`config.mk`:
```
export PLATFORM = sky130hd
export DESIGN_NAME = date_time_to_epoch_seconds_core_flat
export DESIGN_NICKNAME = d
export VERILOG_FILES = /design/src/design/dtes_pkg.sv /design/src/design/dtes_if.sv /design/src/design/date_time_to_epoch_seconds_core.sv /design/src/design/dtes_wday.sv /design/src/flat_wrapper.sv
export SDC_FILE = /design/constraint.sdc
export NUM_CORES = 1
export LEC_CHECK = 0
export ABC_AREA = 0
export BUFFER_PORTS_ARGS = -buffer_cell sky130_fd_sc_hd__buf_4
export CORE_UTILIZATION = 42
export DETAILED_ROUTE_END_ITERATION = 8
export RECOVER_POWER = 25
export SETUP_SLACK_MARGIN = 0.1
export SYNTH_ARGS = -nofsm -noshare
export SYNTH_HDL_FRONTEND = slang
export SYNTH_HIERARCHICAL = 1
export SYNTH_SLANG_ARGS = --single-unit
```
`constraint.sdc`:
```
create_clock -name i_clk -period 9.2 [get_ports i_clk]
set_clock_uncertainty 0.1 [all_clocks]
set_input_delay 0.92 -clock i_clk [delete_from_list [all_inputs] [get_ports i_clk]]
set_output_delay 0.92 -clock i_clk [all_outputs]
set_load 0.05 [all_outputs]
```
`src/design/dtes_pkg.sv`:
```
package dtes_pkg;

    // field widths
    localparam int YEAR_W   = 14;
    localparam int MONTH_W  = 4;
    localparam int DAY_W    = 5;
    localparam int HOUR_W   = 5;
    localparam int MINUTE_W = 6;
    localparam int SECOND_W = 6;
    localparam int SECS_W   = 38;
    localparam int WDAY_W   = 3;

    // pipeline depth, stage 5 is the output register
    localparam int NUM_STAGES = 5;

    // month codes
    localparam logic [MONTH_W-1:0] MONTH_JAN = 4'd1;
    localparam logic [MONTH_W-1:0] MONTH_FEB = 4'd2;
    localparam logic [MONTH_W-1:0] MONTH_DEC = 4'd12;

    // calendar constants
    localparam int EPOCH_YEAR     = 1970;
    localparam int DAYS_PER_YEAR  = 365;
    localparam int SECS_PER_DAY   = 86400;
    localparam int SECS_PER_HOUR  = 3600;
    localparam int SECS_PER_MIN   = 60;
    // leap days counted up to and including 1969: 492 - 19 + 4
    localparam int LEAP_BIAS      = 477;
    // weekday formula keeps a 400 year shift to stay positive
    localparam int CENTURY_SHIFT  = 4;

    // reciprocal multipliers for constant division
    localparam int RECIP_100       = 5243;
    localparam int RECIP_100_SHIFT = 19;
    localparam int RECIP_7         = 9363;
    localparam int RECIP_7_SHIFT   = 16;

    // tables indexed directly by month code, unused codes read 0
    localparam logic [8:0] DAYS_BEFORE_MONTH [16] = '{
        9'd0,   9'd0,   9'd31,  9'd59,  9'd90,  9'd120, 9'd151, 9'd181,
        9'd212, 9'd243, 9'd273, 9'd304, 9'd334, 9'd0,   9'd0,   9'd0
    };

    localparam logic [4:0] MONTH_LENGTH [16] = '{
        5'd0,  5'd31, 5'd28, 5'd31, 5'd30, 5'd31, 5'd30, 5'd31,
        5'd31, 5'd30, 5'd31, 5'd30, 5'd31, 5'd0,  5'd0,  5'd0
    };

    // floor(13*(mm+1)/5) + 5, mod 7, with jan/feb as months 13/14
    localparam logic [2:0] ZELLER_TERM [16] = '{
        3'd0, 3'd6, 3'd2, 3'd1, 3'd4, 3'd6, 3'd2, 3'd4,
        3'd0, 3'd3, 3'd5, 3'd1, 3'd3, 3'd0, 3'd0, 3'd0
    };

    // per stage load strobes shared by the datapath lanes
    typedef struct packed {
        logic [NUM_STAGES-1:0] load;
    } t_pipe_ctl;

endpackage

```
`src/design/dtes_if.sv`:
```
interface dtes_date_if;
    logic                          valid;
    logic                          ready;
    logic [dtes_pkg::YEAR_W-1:0]   year;
    logic [dtes_pkg::MONTH_W-1:0]  month;
    logic [dtes_pkg::DAY_W-1:0]    day;
    logic [dtes_pkg::HOUR_W-1:0]   hour;
    logic [dtes_pkg::MINUTE_W-1:0] minute;
    logic [dtes_pkg::SECOND_W-1:0] second;

    modport source (output valid, year, month, day, hour, minute, second, input ready);
    modport sink   (input valid, year, month, day, hour, minute, second, output ready);
endinterface

interface dtes_epoch_if;
    logic                        valid;
    logic                        ready;
    logic [dtes_pkg::SECS_W-1:0] epoch_seconds;
    logic                        date_valid;
    logic [dtes_pkg::WDAY_W-1:0] weekday;

    modport source (output valid, epoch_seconds, date_valid, weekday, input ready);
    modport sink   (input valid, epoch_seconds, date_valid, weekday, output ready);
endinterface

```
`src/design/date_time_to_epoch_seconds_core.sv`:
```
// civil date and time to unix epoch seconds, weekday and date check
// throughput: one beat per cycle while o_epoch.ready does not hold the output
// five register stages with a valid bit each
// backpressure: each stage advances when the one after it is empty or moving
// reset: synchronous active low i_rst_n clears all stage valid bits
module date_time_to_epoch_seconds_core (
    input  logic         i_clk,
    input  logic         i_rst_n,
    dtes_date_if.sink    i_date,
    dtes_epoch_if.source o_epoch
);

    localparam int NS = dtes_pkg::NUM_STAGES;

    // ---------------------------------------------------------------
    // stage handshake: valid bits and per stage ready chain
    // ---------------------------------------------------------------
    logic [NS-1:0]       r_vld;
    logic [NS-1:0]       stg_rdy;
    dtes_pkg::t_pipe_ctl ctl;

    always_comb begin
        stg_rdy[NS-1] = !r_vld[NS-1] || o_epoch.ready;
        for (int i = NS - 2; i >= 0; i--) begin
            stg_rdy[i] = !r_vld[i] || stg_rdy[i+1];
        end
        ctl.load[0] = stg_rdy[0] && i_date.valid;
        for (int i = 1; i < NS; i++) begin
            ctl.load[i] = stg_rdy[i] && r_vld[i-1];
        end
    end

    always_ff @(posedge i_clk) begin
        if (!i_rst_n) begin
            r_vld <= '0;
        end else begin
            if (stg_rdy[0]) begin
                r_vld[0] <= i_date.valid;
            end
            for (int i = 1; i < NS; i++) begin
                if (stg_rdy[i]) begin
                    r_vld[i] <= r_vld[i-1];
                end
            end
        end
    end

    assign i_date.ready = stg_rdy[0];

    // ---------------------------------------------------------------
    // stage 1: year / 100 by reciprocal, time of day, month tables
    // ---------------------------------------------------------------
    logic [26:0] n_s1_prod;
    logic [16:0] n_s1_tod;

    logic [dtes_pkg::YEAR_W-1:0]  r_s1_year;
    logic [dtes_pkg::MONTH_W-1:0] r_s1_month;
    logic [dtes_pkg::DAY_W-1:0]   r_s1_day;
    logic [7:0]                   r_s1_cent;
    logic [16:0]                  r_s1_tod;
    logic [8:0]                   r_s1_dbm;
    logic [4:0]                   r_s1_mlen;
    logic                         r_s1_mok;

    // exact for all 14 bit years (error term stays below 1/100)
    assign n_s1_prod = 27'(i_date.year) * 27'(dtes_pkg::RECIP_100);

    // hour, minute and second are taken as they come, no range check
    assign n_s1_tod = 17'(i_date.hour) * 17'(dtes_pkg::SECS_PER_HOUR)
                    + 17'(i_date.minute) * 17'(dtes_pkg::SECS_PER_MIN)
                    + 17'(i_date.second);

    always_ff @(posedge i_clk) begin
        if (ctl.load[0]) begin
            r_s1_year  <= i_date.year;
            r_s1_month <= i_date.month;
            r_s1_day   <= i_date.day;
            r_s1_cent  <= n_s1_prod[dtes_pkg::RECIP_100_SHIFT +: 8];
            r_s1_tod   <= n_s1_tod;
            r_s1_dbm   <= dtes_pkg::DAYS_BEFORE_MONTH[i_date.month];
            r_s1_mlen  <= dtes_pkg::MONTH_LENGTH[i_date.month];
            r_s1_mok   <= i_date.month inside {[dtes_pkg::MONTH_JAN:dtes_pkg::MONTH_DEC]};
        end
    end

    // ---------------------------------------------------------------
    // stage 2: year remainder, leap rule, leap days before the year,
    // day range check
    // ---------------------------------------------------------------
    logic [13:0] rem_full;
    logic [6:0]  year_rem;
    logic        rem_zero;
    logic        n_s2_leap;
    logic [7:0]  cent_prev;
    logic [13:0] year_m1;
    logic [13:0] leaps_full;
    logic [4:0]  month_len;
    logic        n_s2_valid;

    logic [dtes_pkg::YEAR_W-1:0] r_s2_yoff;
    logic [11:0]                 r_s2_leaps;
    logic [8:0]                  r_s2_dbm;
    logic [dtes_pkg::DAY_W-1:0]  r_s2_day;
    logic                        r_s2_late;
    logic                        r_s2_use;
    logic [16:0]                 r_s2_tod;
    logic                        r_s2_valid;

    always_comb begin
        rem_full  = r_s1_year - 14'(r_s1_cent) * 14'd100;
        year_rem  = rem_full[6:0];
        rem_zero  = (year_rem == 7'd0);
        // divisible by 4, and not a century unless divisible by 400
        n_s2_leap = (r_s1_year[1:0] == 2'd0) && (!rem_zero || (r_s1_cent[1:0] == 2'd0));
        // (year - 1) / 100 from year / 100
        cent_prev = r_s1_cent - 8'(rem_zero);
        year_m1   = r_s1_year - 14'd1;
        // leap days in 1970 .. year - 1, only used for years from 1970 on
        leaps_full = (year_m1 >> 2) - 14'(cent_prev) + 14'(cent_prev >> 2)
                   - 14'(dtes_pkg::LEAP_BIAS);
        month_len  = r_s1_mlen + 5'(n_s2_leap && (r_s1_month == dtes_pkg::MONTH_FEB));
        n_s2_valid = r_s1_mok && (r_s1_day != '0) && (r_s1_day <= month_len);
    end

    always_ff @(posedge i_clk) begin
        if (ctl.load[1]) begin
            r_s2_yoff  <= r_s1_year - 14'(dtes_pkg::EPOCH_YEAR);
            r_s2_leaps <= leaps_full[11:0];
            r_s2_dbm   <= r_s1_dbm;
            r_s2_day   <= r_s1_day;
            r_s2_late  <= n_s2_leap && (r_s1_month > dtes_pkg::MONTH_FEB);
            // seconds only for a real month and a year at or after the epoch
            r_s2_use   <= r_s1_mok && (r_s1_year >= 14'(dtes_pkg::EPOCH_YEAR));
            r_s2_tod   <= r_s1_tod;
            r_s2_valid <= n_s2_valid;
        end
    end

    // weekday lane runs alongside stages 2 to 5
    dtes_wday u_wday (
        .i_clk      (i_clk),
        .i_ctl      (ctl),
        .i_century  (r_s1_cent),
        .i_year_rem (year_rem),
        .i_month    (r_s1_month),
        .i_day      (r_s1_day),
        .i_month_ok (r_s1_mok),
        .o_weekday  (o_epoch.weekday)
    );

    // ---------------------------------------------------------------
    // stage 3: day count since the epoch, kept mod 2^31 so that day 0
    // at the epoch start wraps the same way the 38 bit seconds do
    // ---------------------------------------------------------------
    logic [22:0] n_s3_ydays;
    logic [30:0] n_s3_days;

    logic [30:0] r_s3_days;
    logic        r_s3_use;
    logic [16:0] r_s3_tod;
    logic        r_s3_valid;

    assign n_s3_ydays = 23'(r_s2_yoff) * 23'(dtes_pkg::DAYS_PER_YEAR);
    assign n_s3_days  = 31'(n_s3_ydays) + 31'(r_s2_leaps) + 31'(r_s2_dbm)
                      + 31'(r_s2_day) + 31'(r_s2_late) - 31'd1;

    always_ff @(posedge i_clk) begin
        if (ctl.load[2]) begin
            r_s3_days  <= n_s3_days;
            r_s3_use   <= r_s2_use;
            r_s3_tod   <= r_s2_tod;
            r_s3_valid <= r_s2_valid;
        end
    end

    // ---------------------------------------------------------------
    // stage 4: days to seconds, 31 x 17 multiply
    // ---------------------------------------------------------------
    logic [47:0] n_s4_prod;

    logic [dtes_pkg::SECS_W-1:0] r_s4_dsecs;
    logic                        r_s4_use;
    logic [16:0]                 r_s4_tod;
    logic                        r_s4_valid;

    assign n_s4_prod = 48'(r_s3_days) * 48'(dtes_pkg::SECS_PER_DAY);

    always_ff @(posedge i_clk) begin
        if (ctl.load[3]) begin
            r_s4_dsecs <= n_s4_prod[dtes_pkg::SECS_W-1:0];
            r_s4_use   <= r_s3_use;
            r_s4_tod   <= r_s3_tod;
            r_s4_valid <= r_s3_valid;
        end
    end

    // ---------------------------------------------------------------
    // stage 5: output register, add time of day
    // ---------------------------------------------------------------
    logic [dtes_pkg::SECS_W-1:0] r_s5_secs;
    logic                        r_s5_valid;

    always_ff @(posedge i_clk) begin
        if (ctl.load[4]) begin
            r_s5_secs  <= r_s4_use ? r_s4_dsecs + dtes_pkg::SECS_W'(r_s4_tod) : '0;
            r_s5_valid <= r_s4_valid;
        end
    end

    assign o_epoch.valid         = r_vld[NS-1];
    assign o_epoch.epoch_seconds = r_s5_secs;
    assign o_epoch.date_valid    = r_s5_valid;

endmodule

```
`src/design/dtes_wday.sv`:
```
module dtes_wday (
    input  logic                         i_clk,
    input  dtes_pkg::t_pipe_ctl          i_ctl,
    input  logic [7:0]                   i_century,
    input  logic [6:0]                   i_year_rem,
    input  logic [dtes_pkg::MONTH_W-1:0] i_month,
    input  logic [dtes_pkg::DAY_W-1:0]   i_day,
    input  logic                         i_month_ok,
    output logic [dtes_pkg::WDAY_W-1:0]  o_weekday
);

    logic       early;
    logic       rem_zero;
    logic [7:0] n_s2_j;
    logic [6:0] n_s2_k;

    logic [7:0]                 r_s2_j;
    logic [6:0]                 r_s2_k;
    logic [2:0]                 r_s2_term;
    logic [dtes_pkg::DAY_W-1:0] r_s2_day;
    logic                       r_s2_mok;

    logic [10:0] n_s3_sum;
    logic [10:0] r_s3_sum;
    logic        r_s3_mok;

    logic [23:0] n_s4_prod;
    logic [10:0] r_s4_sum;
    logic [7:0]  r_s4_q7;
    logic        r_s4_mok;

    logic [10:0] n_s5_rem;
    logic [dtes_pkg::WDAY_W-1:0] r_s5_wday;

    // jan and feb count as months of the previous year
    always_comb begin
        early    = (i_month <= dtes_pkg::MONTH_FEB);
        rem_zero = (i_year_rem == 7'd0);
        n_s2_j   = i_century + 8'(dtes_pkg::CENTURY_SHIFT) - 8'(early && rem_zero);
        if (early && rem_zero) begin
            n_s2_k = 7'd99;
        end else if (early) begin
            n_s2_k = i_year_rem - 7'd1;
        end else begin
            n_s2_k = i_year_rem;
        end
    end

    always_ff @(posedge i_clk) begin
        if (i_ctl.load[1]) begin
            r_s2_j    <= n_s2_j;
            r_s2_k    <= n_s2_k;
            r_s2_term <= dtes_pkg::ZELLER_TERM[i_month];
            r_s2_day  <= i_day;
            r_s2_mok  <= i_month_ok;
        end
    end

    assign n_s3_sum = 11'(r_s2_day) + 11'(r_s2_term) + 11'(r_s2_k) + 11'(r_s2_k >> 2)
                    + 11'(r_s2_j >> 2) + 11'(r_s2_j) * 11'd5;

    always_ff @(posedge i_clk) begin
        if (i_ctl.load[2]) begin
            r_s3_sum <= n_s3_sum;
            r_s3_mok <= r_s2_mok;
        end
    end

    // sum / 7 by reciprocal, exact for sums below 13107
    assign n_s4_prod = 24'(r_s3_sum) * 24'(dtes_pkg::RECIP_7);

    always_ff @(posedge i_clk) begin
        if (i_ctl.load[3]) begin
            r_s4_sum <= r_s3_sum;
            r_s4_q7  <= n_s4_prod[dtes_pkg::RECIP_7_SHIFT +: 8];
            r_s4_mok <= r_s3_mok;
        end
    end

    assign n_s5_rem = r_s4_sum - 11'(r_s4_q7) * 11'd7;

    always_ff @(posedge i_clk) begin
        if (i_ctl.load[4]) begin
            r_s5_wday <= r_s4_mok ? n_s5_rem[dtes_pkg::WDAY_W-1:0] : '0;
        end
    end

    assign o_weekday = r_s5_wday;

endmodule

```
`src/flat_wrapper.sv`:
```
// flat-port wrapper written by rule: the top's interface ports become plain ports
module date_time_to_epoch_seconds_core_flat 
  (i_clk, i_rst_n, i_date_valid, i_date_year, i_date_month, i_date_day, i_date_hour, i_date_minute, i_date_second, i_date_ready, o_epoch_valid, o_epoch_epoch_seconds, o_epoch_date_valid, o_epoch_weekday, o_epoch_ready);
  dtes_date_if i_date_i ();
  dtes_epoch_if o_epoch_i ();
  input  logic i_clk;
  input  logic i_rst_n;
  input wire logic [$bits(i_date_i.valid)-1:0] i_date_valid;
  input wire logic [$bits(i_date_i.year)-1:0] i_date_year;
  input wire logic [$bits(i_date_i.month)-1:0] i_date_month;
  input wire logic [$bits(i_date_i.day)-1:0] i_date_day;
  input wire logic [$bits(i_date_i.hour)-1:0] i_date_hour;
  input wire logic [$bits(i_date_i.minute)-1:0] i_date_minute;
  input wire logic [$bits(i_date_i.second)-1:0] i_date_second;
  output wire logic [$bits(i_date_i.ready)-1:0] i_date_ready;
  output wire logic [$bits(o_epoch_i.valid)-1:0] o_epoch_valid;
  output wire logic [$bits(o_epoch_i.epoch_seconds)-1:0] o_epoch_epoch_seconds;
  output wire logic [$bits(o_epoch_i.date_valid)-1:0] o_epoch_date_valid;
  output wire logic [$bits(o_epoch_i.weekday)-1:0] o_epoch_weekday;
  input wire logic [$bits(o_epoch_i.ready)-1:0] o_epoch_ready;
  assign i_date_i.valid = i_date_valid;
  assign i_date_i.year = i_date_year;
  assign i_date_i.month = i_date_month;
  assign i_date_i.day = i_date_day;
  assign i_date_i.hour = i_date_hour;
  assign i_date_i.minute = i_date_minute;
  assign i_date_i.second = i_date_second;
  assign i_date_ready = i_date_i.ready;
  assign o_epoch_valid = o_epoch_i.valid;
  assign o_epoch_epoch_seconds = o_epoch_i.epoch_seconds;
  assign o_epoch_date_valid = o_epoch_i.date_valid;
  assign o_epoch_weekday = o_epoch_i.weekday;
  assign o_epoch_i.ready = o_epoch_ready;
  date_time_to_epoch_seconds_core u_core (.i_clk(i_clk), .i_rst_n(i_rst_n), .i_date(i_date_i), .o_epoch(o_epoch_i));
endmodule
```
==> impl_metrics.csv, run 1 <==
group,metric,value,unit
synthesis,synth_most_common_cell,"inv_1",
floorplan,dieArea,69700,sq um
layout,area.sequential,9200,sq um
routing,drtIter0Drc,581,
synthesis,synthSimpleGateAreaFrac,0.0568,
worst_setup_path,reg2reg_depth,25,
synthesis,synth_top_area_frac,0.316,
worst_setup_path,start_kind,"flop",
timing,slew_viol_final,43,
run_status,violations,"max-capacitance violations, max-slew violations",
floorplan,io_pins,88,
floorplan,core_area,67500,sq um
worst_setup_path,required,9.40,ns
run_status,status,"complete, but fails checks",
floorplan,die_w,264,microns
synthesis,ys_seq_area_frac,0.319,
floorplan,num_rows,95,
placed_design,routabilityCongestion,0.866,
timing,finalSetupViolations,0,
global_routing,grt_pass1_wl,86600,microns
routing,vias_per_cell,4.79,
layout,drive_gt1_frac,0.0642,
synthesis,synth-edff-count,303,
global_routing,grt_use_met3,0.0245,
global_routing,grt.total_usage,0.153,
synthesis,yosys_warnings,6,
synthesis,synth_nets,3360,
synthesis,synth_xor_xnor_area_share,0.0541,
synthesis,syn_area,28800,sq um
cts,worstSkewPairLatency,0.56,ns
worst_setup_path,critPathKind,"reg -> reg",
worst_setup_path,r2r_setup_slack,3.54,ns
floorplan,start_util,0.427,
layout,layout.nets,3472,
timing,slew_headroom,-0.498,
global_routing,grt_use_met1,0.188,
timing,setup_tns,0,ns
routing,first_pass_iters,5,
synthesis,synthAdderAreaFrac,0.402,
cts,cts_sinks,308,
worst_setup_path,path_delay_family,"adder cells",
cts,cts_setup_buffers,0,
routing,vias,17100,
synthesis,synthMuxAreaShare,0.00364,
global_routing,antenna_found_initial,0,
synthesis,synthTopCellsByCount,"633 x inv_1, 482 x ha_1, 303 x edfxtp_1, 278 x fa_1, 133 x xnor2_1",
routing,detail-route-antenna-nets,0,
placed_design,detailed_place.area,30600,sq um
synthesis,synth-seq-cells,308,
cts,path_clk_slew,0.06,ns
cts,cts_buffers,37,
routing,drc,0,
worst_setup_path,end_kind,"flop",
global_routing,grt_pass1_vias,17800,
cts,htreeDepth,2,
min_path,hold_class,"reg -> reg",
global_routing,met2_usage,0.276,
layout,multi_input_area,17200,sq um
worst_setup_path,crit_path_top_delay_cell,"fa_1",
min_path,min_from,"u_core/r_s1_tod[12]",
synthesis,syn_avg_cell_area,11.3,sq um
synthesis,synthCells,2556,
timing,hold_violations,0,
worst_setup_path,critPathArrivalTime,5.86,ns
worst_setup_path,worstPathMaxFanout,4,
worst_setup_path,rr_endpoint,"u_core/r_s2_leaps[11]",
layout,fin_area,31700,sq um
worst_setup_path,cpPeakStageDelay,0.53,ns
synthesis,synth_top_family_by_area,"adder cells",
job,maxCapViolCount,1,
layout,diodes,0,
timing,fin_crit_sh,0.615,
synthesis,async_reset_ff_frac,0,
synthesis,ys_types,75,
min_path,min_path_cells,0,
min_path,holdPathEnd,"u_core/r_s2_tod[12]",
layout,fillers,6148,
cts,clockBufferDepth,3,
cts,hold_buffers,0,
synthesis,synthFlopType,"edfxtp_1",
timing,max_freq,177,MHz
worst_setup_path,worst-path-buf-inv,4,
timing,grt_setup_unrepaired,"false",
routing,routed_wl,52000,microns
global_routing,grt_overflow,0,
placed_design,hpwl,43700,microns
floorplan,die_h,264,microns
global_routing,grt.busiest_layer,"met2",
cts,cts_tree,"built",
layout,area_growth,10.0,%
cts,cts_resized,0,
worst_setup_path,r2r-start,"u_core/r_s1_year[2]",
synthesis,yosys-top-cells-area,"edfxtp_1 32%, ha_1 21%, fa_1 19%",
timing,min_period,5.66,ns
global_routing,grt_max_degree,68,
synthesis,synth_compound_area_frac,0.0794,
timing,tightest_slew,2.25,ns
routing,wire_per_inst,14.6,microns
placed_design,port_buffers,87,
synthesis,yosysTopAreaCell,"edfxtp_1",
cts,root_buffer,"clkbuf_16",
==> how the worst max path moves through the flow <==
stage                   startpoint               endpoint  slack (ns)  cells after the start
6_report       u_core/r_s1_year[2]  u_core/r_s2_leaps[11]        3.54                     25
5_1_grt        u_core/r_s1_year[2]  u_core/r_s2_leaps[11]        3.18                     25
4_1_cts        u_core/r_s1_year[2]  u_core/r_s2_leaps[11]        3.54                     23
3_5_place_dp        i_date_year[7]    u_core/r_s1_cent[7]        3.46                     19
3_3_place_gp        i_date_year[7]    u_core/r_s1_cent[7]        3.60                     19
2_1_floorplan        o_epoch_ready     u_core/r_s2_day[0]        1.04                      4
==> per-layer routing <==
| metal | up-vias | wire length, microns |
|---|---|---|
| li1 | 8643 | - |
| met1 | 8192 | 22700 |
| met2 | 172 | 26600 |
| met3 | 68 | 1580 |
| met4 | 0 | 1170 |
| met5 | - | 0 |
==> sequential cells by signal (all words and copies together) (netlist names), 4 cells and up <==
| name | count |
|---|---|
| u_core/r_s4_dsecs | 31 |
| u_core/o_epoch.epoch_seconds | 38 |
| u_core/r_s1_cent | 8 |
| u_core/u_wday/r_s3_sum | 11 |
| u_core/r_s1_dbm | 9 |
| u_core/r_s2_tod | 17 |
| u_core/r_s3_tod | 17 |
| u_core/r_s3_days | 28 |
| u_core/r_s1_tod | 17 |
| u_core/r_s1_year | 14 |
| u_core/r_s2_yoff | 14 |
| u_core/r_s2_dbm | 9 |
| u_core/u_wday/r_s2_j | 8 |
| u_core/u_wday/r_s2_day | 5 |
| u_core/r_s2_day | 5 |
| u_core/r_s2_leaps | 12 |
| u_core/r_vld | 5 |
| u_core/r_s4_tod | 17 |
| u_core/r_s1_day | 5 |
| u_core/r_s1_month | 4 |
| u_core/u_wday/r_s2_k | 7 |
==> final cells by class <==
class / instances / area share
Inverter: 633 / 0.0749
Multi-Input combinational cell: 1596 / 0.543
Sequential cell: 308 / 0.290
Clock buffer: 41 / 0.0303
Timing Repair Buffer: 92 / 0.0194
Tap cell: 873 / 0.0344
Clock inverter: 25 / 0.00761
==> stage by stage <==
step | hold slack (ns) | util | std cells | setup slack, ns
after global routing | 0.323 | 0.470 | 3568 | 3.18
final | 0.317 | 0.470 | 3568 | 3.54
after CTS | 0.315 | 0.471 | 3568 | 3.54
after detailed placement | 0.305 | 0.453 | 3502 | 3.46
after global placement | 0.301 | 0.453 | 3502 | 3.60
after floorplan | 0.300 | - | 2556 | 1.04
==> cells by family after synthesis <==
logic type	count (synthesis)
AOI/OAI and AO/OA	331
xor gates and xnor gates	178
adders and majority gates	760
buffers and inverters	652
DFF	308
muxes	9
and+or+nand+nor	318
==> placed cells by master, fill, tap and decap left out, drive strengths merged, types with 28 or more instances in the layout <==
cell type and n:
nor2 61, edfxtp 303, a21oi 105, clkbuf 69
buf 64, nand2 67, ha 482, a21o 35
xnor2 133, o21ai 65, fa 278, nand3 28
xor2 45, inv 635, and2 38
Power of run 1 is left out: the tool's default activity adds up to more than one toggle a clock period on the data nets, which glitch-free logic cannot reach.
==> inputs of run 2 (changes only) <==
==> constraint.sdc (replaced) <==
create_clock -name i_clk -period 4.71 [get_ports i_clk]
set_clock_uncertainty 0.1 [all_clocks]
set_input_delay 0.471 -clock i_clk [delete_from_list [all_inputs] [get_ports i_clk]]
set_output_delay 0.471 -clock i_clk [all_outputs]
set_load 0.05 [all_outputs]
==> run 2 against run 1 <==
- critical path type unchanged
- utilization up 5.4 points
- critical endpoint is now u_core/r_s3_days[18]
- the flow finishes with violations (negative setup slack)
- global-route usage up 1.0 points
- die area unchanged
==> impl_metrics.csv, run 2 (same netlist as run 1, synthesis figures left out) <==
group,metric,value,unit
run_status,status,"complete, but fails checks",
run_status,violations,"negative setup slack",
timing,worst_slack,-0.234,ns
worst_setup_path,crit_path_top_delay_cell,"fa_1",
routing,routed_wl,55700,microns
layout,area_growth,22.5,%
layout,layout_commonest_cell,"inv_1",
timing,grt_setup_unrepaired,"true",
routing,wire_per_inst,14.4,microns
floorplan,die_w,264,microns
worst_setup_path,critPathArrivalTime,5.15,ns
layout,fillers,5810,
placed_design,hpwl,46000,microns
timing,fin_crit_sh,1.05,
worst_setup_path,end_kind,"flop",
placed_design,routabilityCongestion,0.841,
min_path,hold_class,"in -> reg",
cts,clockBufferDepth,3,
timing,slew_viol_final,0,
global_routing,grt_pass1_vias,20100,
layout,layout.nets,3765,
cts,path_clk_slew,0.06,ns
cts,cts_sinks,308,
routing,first_pass_iters,6,
job,maxCapViolCount,0,
routing,detail-route-antenna-nets,0,
worst_setup_path,cpPeakStageDelay,0.58,ns
floorplan,start_util,0.427,
timing,max_freq,202,MHz
layout,diodes,0,
global_routing,grt_overflow,0,
timing,fin_hold_ws,0.103,ns
cts,root_buffer,"clkbuf_16",
routing,drtIter0Drc,597,
floorplan,die_h,264,microns
floorplan,core_area,67500,sq um
timing,slew_headroom,0.0905,
timing,min_period,4.94,ns
timing,hold_violations,0,
global_routing,grt.total_usage,0.163,
routing,drc,0,
layout,final_cell_mix,"578 x inv_1, 424 x ha_1, 322 x buf_4, 303 x edfxtp_1, 265 x fa_1",
worst_setup_path,critPathKind,"reg -> reg",
floorplan,num_rows,95,
placed_design,dp.cells,3726,
worst_setup_path,start_kind,"flop",
worst_setup_path,path_cells,"buf_6 > fa_1 > ha_4 > fa_1 > inv_2 > fa_1 > fa_1 > inv_2 > ha_4 > or4_4 > o21ai_4 > o21ai_4 > buf_6 > a21oi_4 > o21bai_1 > a21oi_2 > xnor2_1",
global_routing,grt_pass1_wl,93500,microns
cts,htreeDepth,2,
layout,largest_reg_flops,38,
global_routing,grt_max_degree,67,
worst_setup_path,crit_path_frequent_cell,"fa_1",
placed_design,port_buffers,87,
layout,drive_gt1_frac,0.223,
worst_setup_path,worstPathMaxFanout,3,
floorplan,dieArea,69700,sq um
worst_setup_path,r2r_setup_slack,-0.23,ns
global_routing,antenna_found_initial,0,
timing,tightest_slew,1.35,ns
routing,vias_per_cell,4.77,
floorplan,io_pins,88,
routing,vias,18400,
worst_setup_path,worst-path-buf-inv,4,
cts,cts_buffers,39,
cts,worstSkewPairLatency,0.57,ns
timing,finalSetupViolations,14,
worst_setup_path,path_delay_family,"adder cells",
cts,cts_tree,"built",
layout,final_cell_count_no_fill,3863,
worst_setup_path,required,4.91,ns
## run 2: changes by cell type in the layout (fill, tap and decap cells not counted), moves of 9 or more
cell     previous run  this run
a21oi_1           102        71
a21oi_2             3        28
buf_4              64       322
buf_6               0        24
fa_1              278       265
fa_2                0        13
ha_1              482       424
ha_4                0        51
inv_1             633       578
inv_2               0        53
o21ai_0            54        30
o21ai_2             7        20
xnor2_1           133       124
## run 2: cell type report
class                           instances  area, sq um  share of cell area
Multi-Input combinational cell       1596        18500               0.523
Timing Repair Buffer                  383         2900              0.0821
Clock inverter                         23          269             0.00761
Tap cell                              873         1090              0.0309
Clock buffer                           47         1010              0.0285
Inverter                              633         2380              0.0674
Sequential cell                       308         9200               0.260
## run 2: path summary, 6_finish.rpt
check,from,endpoint,depth (start not counted)
hold reg to reg,u_core/u_wday/r_s2_mok,u_core/u_wday/r_s3_mok,0
setup / recovery,u_core/r_s2_yoff[7],u_core/r_s3_days[18],17
hold / removal,i_date_second[2],u_core/r_s1_tod[2],2
setup reg to reg,u_core/r_s2_yoff[7],u_core/r_s3_days[18],17
## run 2: timing repair
action / CTS / global route
endpoints found under the setup margin: 37 / 47
buffers inserted: 51 / 17
cloned: 0 / 0
resized for setup: 111 / 113
hold endpoints to repair: 9 / 0
pin swaps: 113 / 87
hold buffers: 8 / 0
## run 2: metrics by stage
stage,cell area (sq um),worst slack [ns],TNS (ns),util
after CTS,34800,-0.277,-1.69,0.516
after detailed placement,32700,-0.420,-7.13,0.484
after global routing,35300,-0.442,-6.87,0.523
after floorplan,29200,-0.100,-0.422,-
final,35300,-0.234,-1.97,0.523
after global placement,32700,-0.352,-5.04,0.484
## run 2: worst reg2reg max path, delay by kind of cell, from the launching register on
family | cells | cell delay, ns
fa+ha+maj | 6 | 2.52
compound gates | 5 | 0.70
simple gates | 1 | 0.49
flops | 1 | 0.41
buf+inv | 4 | 0.37
xor+xnor | 1 | 0.08
## run 2: per-layer routing
metal	global-route usage	wire, microns	vias up	share of wire
li1	-	-	9233	-
met1	0.189	23300	8868	0.42
met2	0.310	29500	212	0.53
met3	0.0206	1380	99	0.025
met4	0.0506	1430	0	0.026
met5	0	0	-	0
Power of run 2 is left out for the same reason.
==> inputs of run 3 (changes only) <==
--- a/config.mk
+++ b/config.mk
@@ -7,6 +7,7 @@
 export LEC_CHECK = 0
 export ABC_AREA = 0
 export BUFFER_PORTS_ARGS = -buffer_cell sky130_fd_sc_hd__buf_4
+export CORE_ASPECT_RATIO = 1.1
 export CORE_UTILIZATION = 42
 export DETAILED_ROUTE_END_ITERATION = 8
 export RECOVER_POWER = 25
==> run 3 against run 2 <==
- the flow finishes with violations (max-capacitance violations, max-slew violations, negative setup slack)
- die area about the same
- design area increased by 0.29%
- global-route usage about the same
- via count increased by 0.36%
- critical endpoint is now u_core/r_s2_leaps[10]
- sequential cell count unchanged
- worst hold slack got worse by 0.057 ns
- non-clock buffer count increased by 5
- critical path type unchanged
- count of clock-buffer cells in the layout decreased by 3
- register-to-register slack got worse by 0.03 ns
- critical path depth increased by 9
- final cell count increased by 1.2%
==> impl_metrics.csv, run 3 (same netlist as run 1, synthesis figures left out) <==
group,metric,value,unit
routing,wire_per_inst,14.3,microns
worst_setup_path,start_kind,"flop",
timing,hold_violations,0,
global_routing,grt_max_degree,68,
worst_setup_path,required,4.92,ns
routing,drtIter0Drc,435,
global_routing,grt_pass1_wl,93000,microns
worst_setup_path,worstPathMaxFanout,3,
worst_setup_path,r2r-start,"u_core/r_s1_cent[0]",
layout,area_growth,22.9,%
routing,vias,18500,
routing,first_pass_iters,5,
cts,path_clk_slew,0.07,ns
routing,routed_wl,56000,microns
timing,tightest_slew,1.70,ns
cts,htreeDepth,2,
timing,slew_viol_final,10,
timing,max_freq,201,MHz
global_routing,antenna_found_initial,0,
worst_setup_path,critPathKind,"reg -> reg",
worst_setup_path,cpPeakStageDelay,0.47,ns
timing,setup_tns,-2.48,ns
layout,drive_gt1_frac,0.228,
floorplan,io_pins,88,
worst_setup_path,critPathArrivalTime,5.18,ns
layout,largest_reg_flops,38,
timing,grt_setup_unrepaired,"true",
timing,finalSetupViolations,19,
run_status,violations,"max-capacitance violations, max-slew violations, negative setup slack",
cts,clockBufferDepth,3,
placed_design,routabilityCongestion,0.856,
timing,slew_headroom,-0.146,
timing,min_period,4.98,ns
worst_setup_path,crit_path_top_delay_cell,"edfxtp_1",
layout,layout.nets,3769,
floorplan,core_area,67800,sq um
layout,final_cell_mix,"576 x inv_1, 418 x ha_1, 327 x buf_4, 303 x edfxtp_1, 266 x fa_1",
placed_design,dp.cells,3769,
floorplan,die_w,252,microns
worst_setup_path,end_kind,"flop",
cts,worstSkewPairLatency,0.57,ns
floorplan,num_rows,100,
cts,cts_tree,"built",
min_path,hold_class,"in -> reg",
global_routing,grt_overflow,0,
routing,vias_per_cell,4.73,
placed_design,port_buffers,87,
worst_setup_path,crit_path_frequent_cell,"fa_2",
floorplan,die_h,277,microns
layout,diodes,0,
cts,cts_sinks,308,
run_status,status,"complete, but fails checks",
global_routing,grt_pass1_vias,19800,
floorplan,start_util,0.425,
cts,root_buffer,"clkbuf_16",
min_path,min_from,"i_rst_n",
routing,detail-route-antenna-nets,0,
global_routing,grt.total_usage,0.164,
worst_setup_path,startpoint,"u_core/r_s1_cent[0]",
job,maxCapViolCount,1,
floorplan,dieArea,69700,sq um
timing,worst_slack,-0.266,ns
layout,fin_area,35400,sq um
layout,fillers,5948,
layout,final_cell_count_no_fill,3910,
timing,fin_crit_sh,1.06,
routing,drc,0,
layout,utilization,0.523,
placed_design,hpwl,45600,microns
placed_design,detailed_place.area,32700,sq um
layout,layout_commonest_cell,"inv_1",
cts,cts_buffers,38,
## run 3: cell types whose count changed in the layout (fill, tap and decap cells not counted), sizes merged
cell,change
clkinvlp,+2
buf,+1
bufinv,-2
clkbuf,+1
## run 3: critical path, delay by kind of cell, from the launching register on
| kind | cells | cell delay (ns) |
|---|---|---|
| simple gates | 5 | 0.55 |
| buf+inv | 4 | 0.25 |
| xor+xnor | 3 | 0.42 |
| fa+ha+maj | 7 | 2.14 |
| compound gates | 7 | 0.78 |
| flops | 1 | 0.47 |
## run 3: layout make-up
class / instances / area (sq um) / share of cell area
clock buffers: 44 / 995 / 0.0281
clock inverters: 23 / 201 / 0.00568
inverters: 633 / 2390 / 0.0673
multi-input cells: 1596 / 18600 / 0.525
flip-flops and latches: 308 / 9200 / 0.260
well taps: 918 / 1150 / 0.0324
repair buffers: 388 / 2910 / 0.0821
## run 3: metrics by stage
stage	setup slack, ns	hold slack, ns
6_report	-0.266	0.0456
5_1_grt	-0.509	0.0209
4_1_cts	-0.308	0.00491
3_5_place_dp	-0.431	0.305
3_3_place_gp	-0.343	0.300
2_1_floorplan	-0.100	0.300
## run 3: per-layer routing
| layer | GRT usage | part of all wire | up-vias |
|---|---|---|---|
| li1 | - | - | 9252 |
| met1 | 0.184 | 0.40 | 8922 |
| met2 | 0.315 | 0.54 | 213 |
| met3 | 0.0214 | 0.026 | 91 |
| met4 | 0.0533 | 0.029 | 0 |
| met5 | 0 | 0 | - |
## run 3: final timing paths
kind                                             endpoint  slack, ns  cells after the start
worst max-delay path                u_core/r_s2_leaps[10]      -0.27                     26
worst min-delay path                      u_core/r_vld[2]       0.05                      2
worst max register to register      u_core/r_s2_leaps[10]      -0.27                     26
worst min register to register  u_core/o_epoch.date_valid       0.30                      0
## run 3: what timing repair did
item	4_1_cts	5_1_grt
setup buffers	38	39
pin swaps	109	141
hold endpoints to repair	8	0
gates resized for setup	97	141
hold buffers	8	0
endpoints found under the setup margin	37	53
Power of run 3 is left out for the same reason.
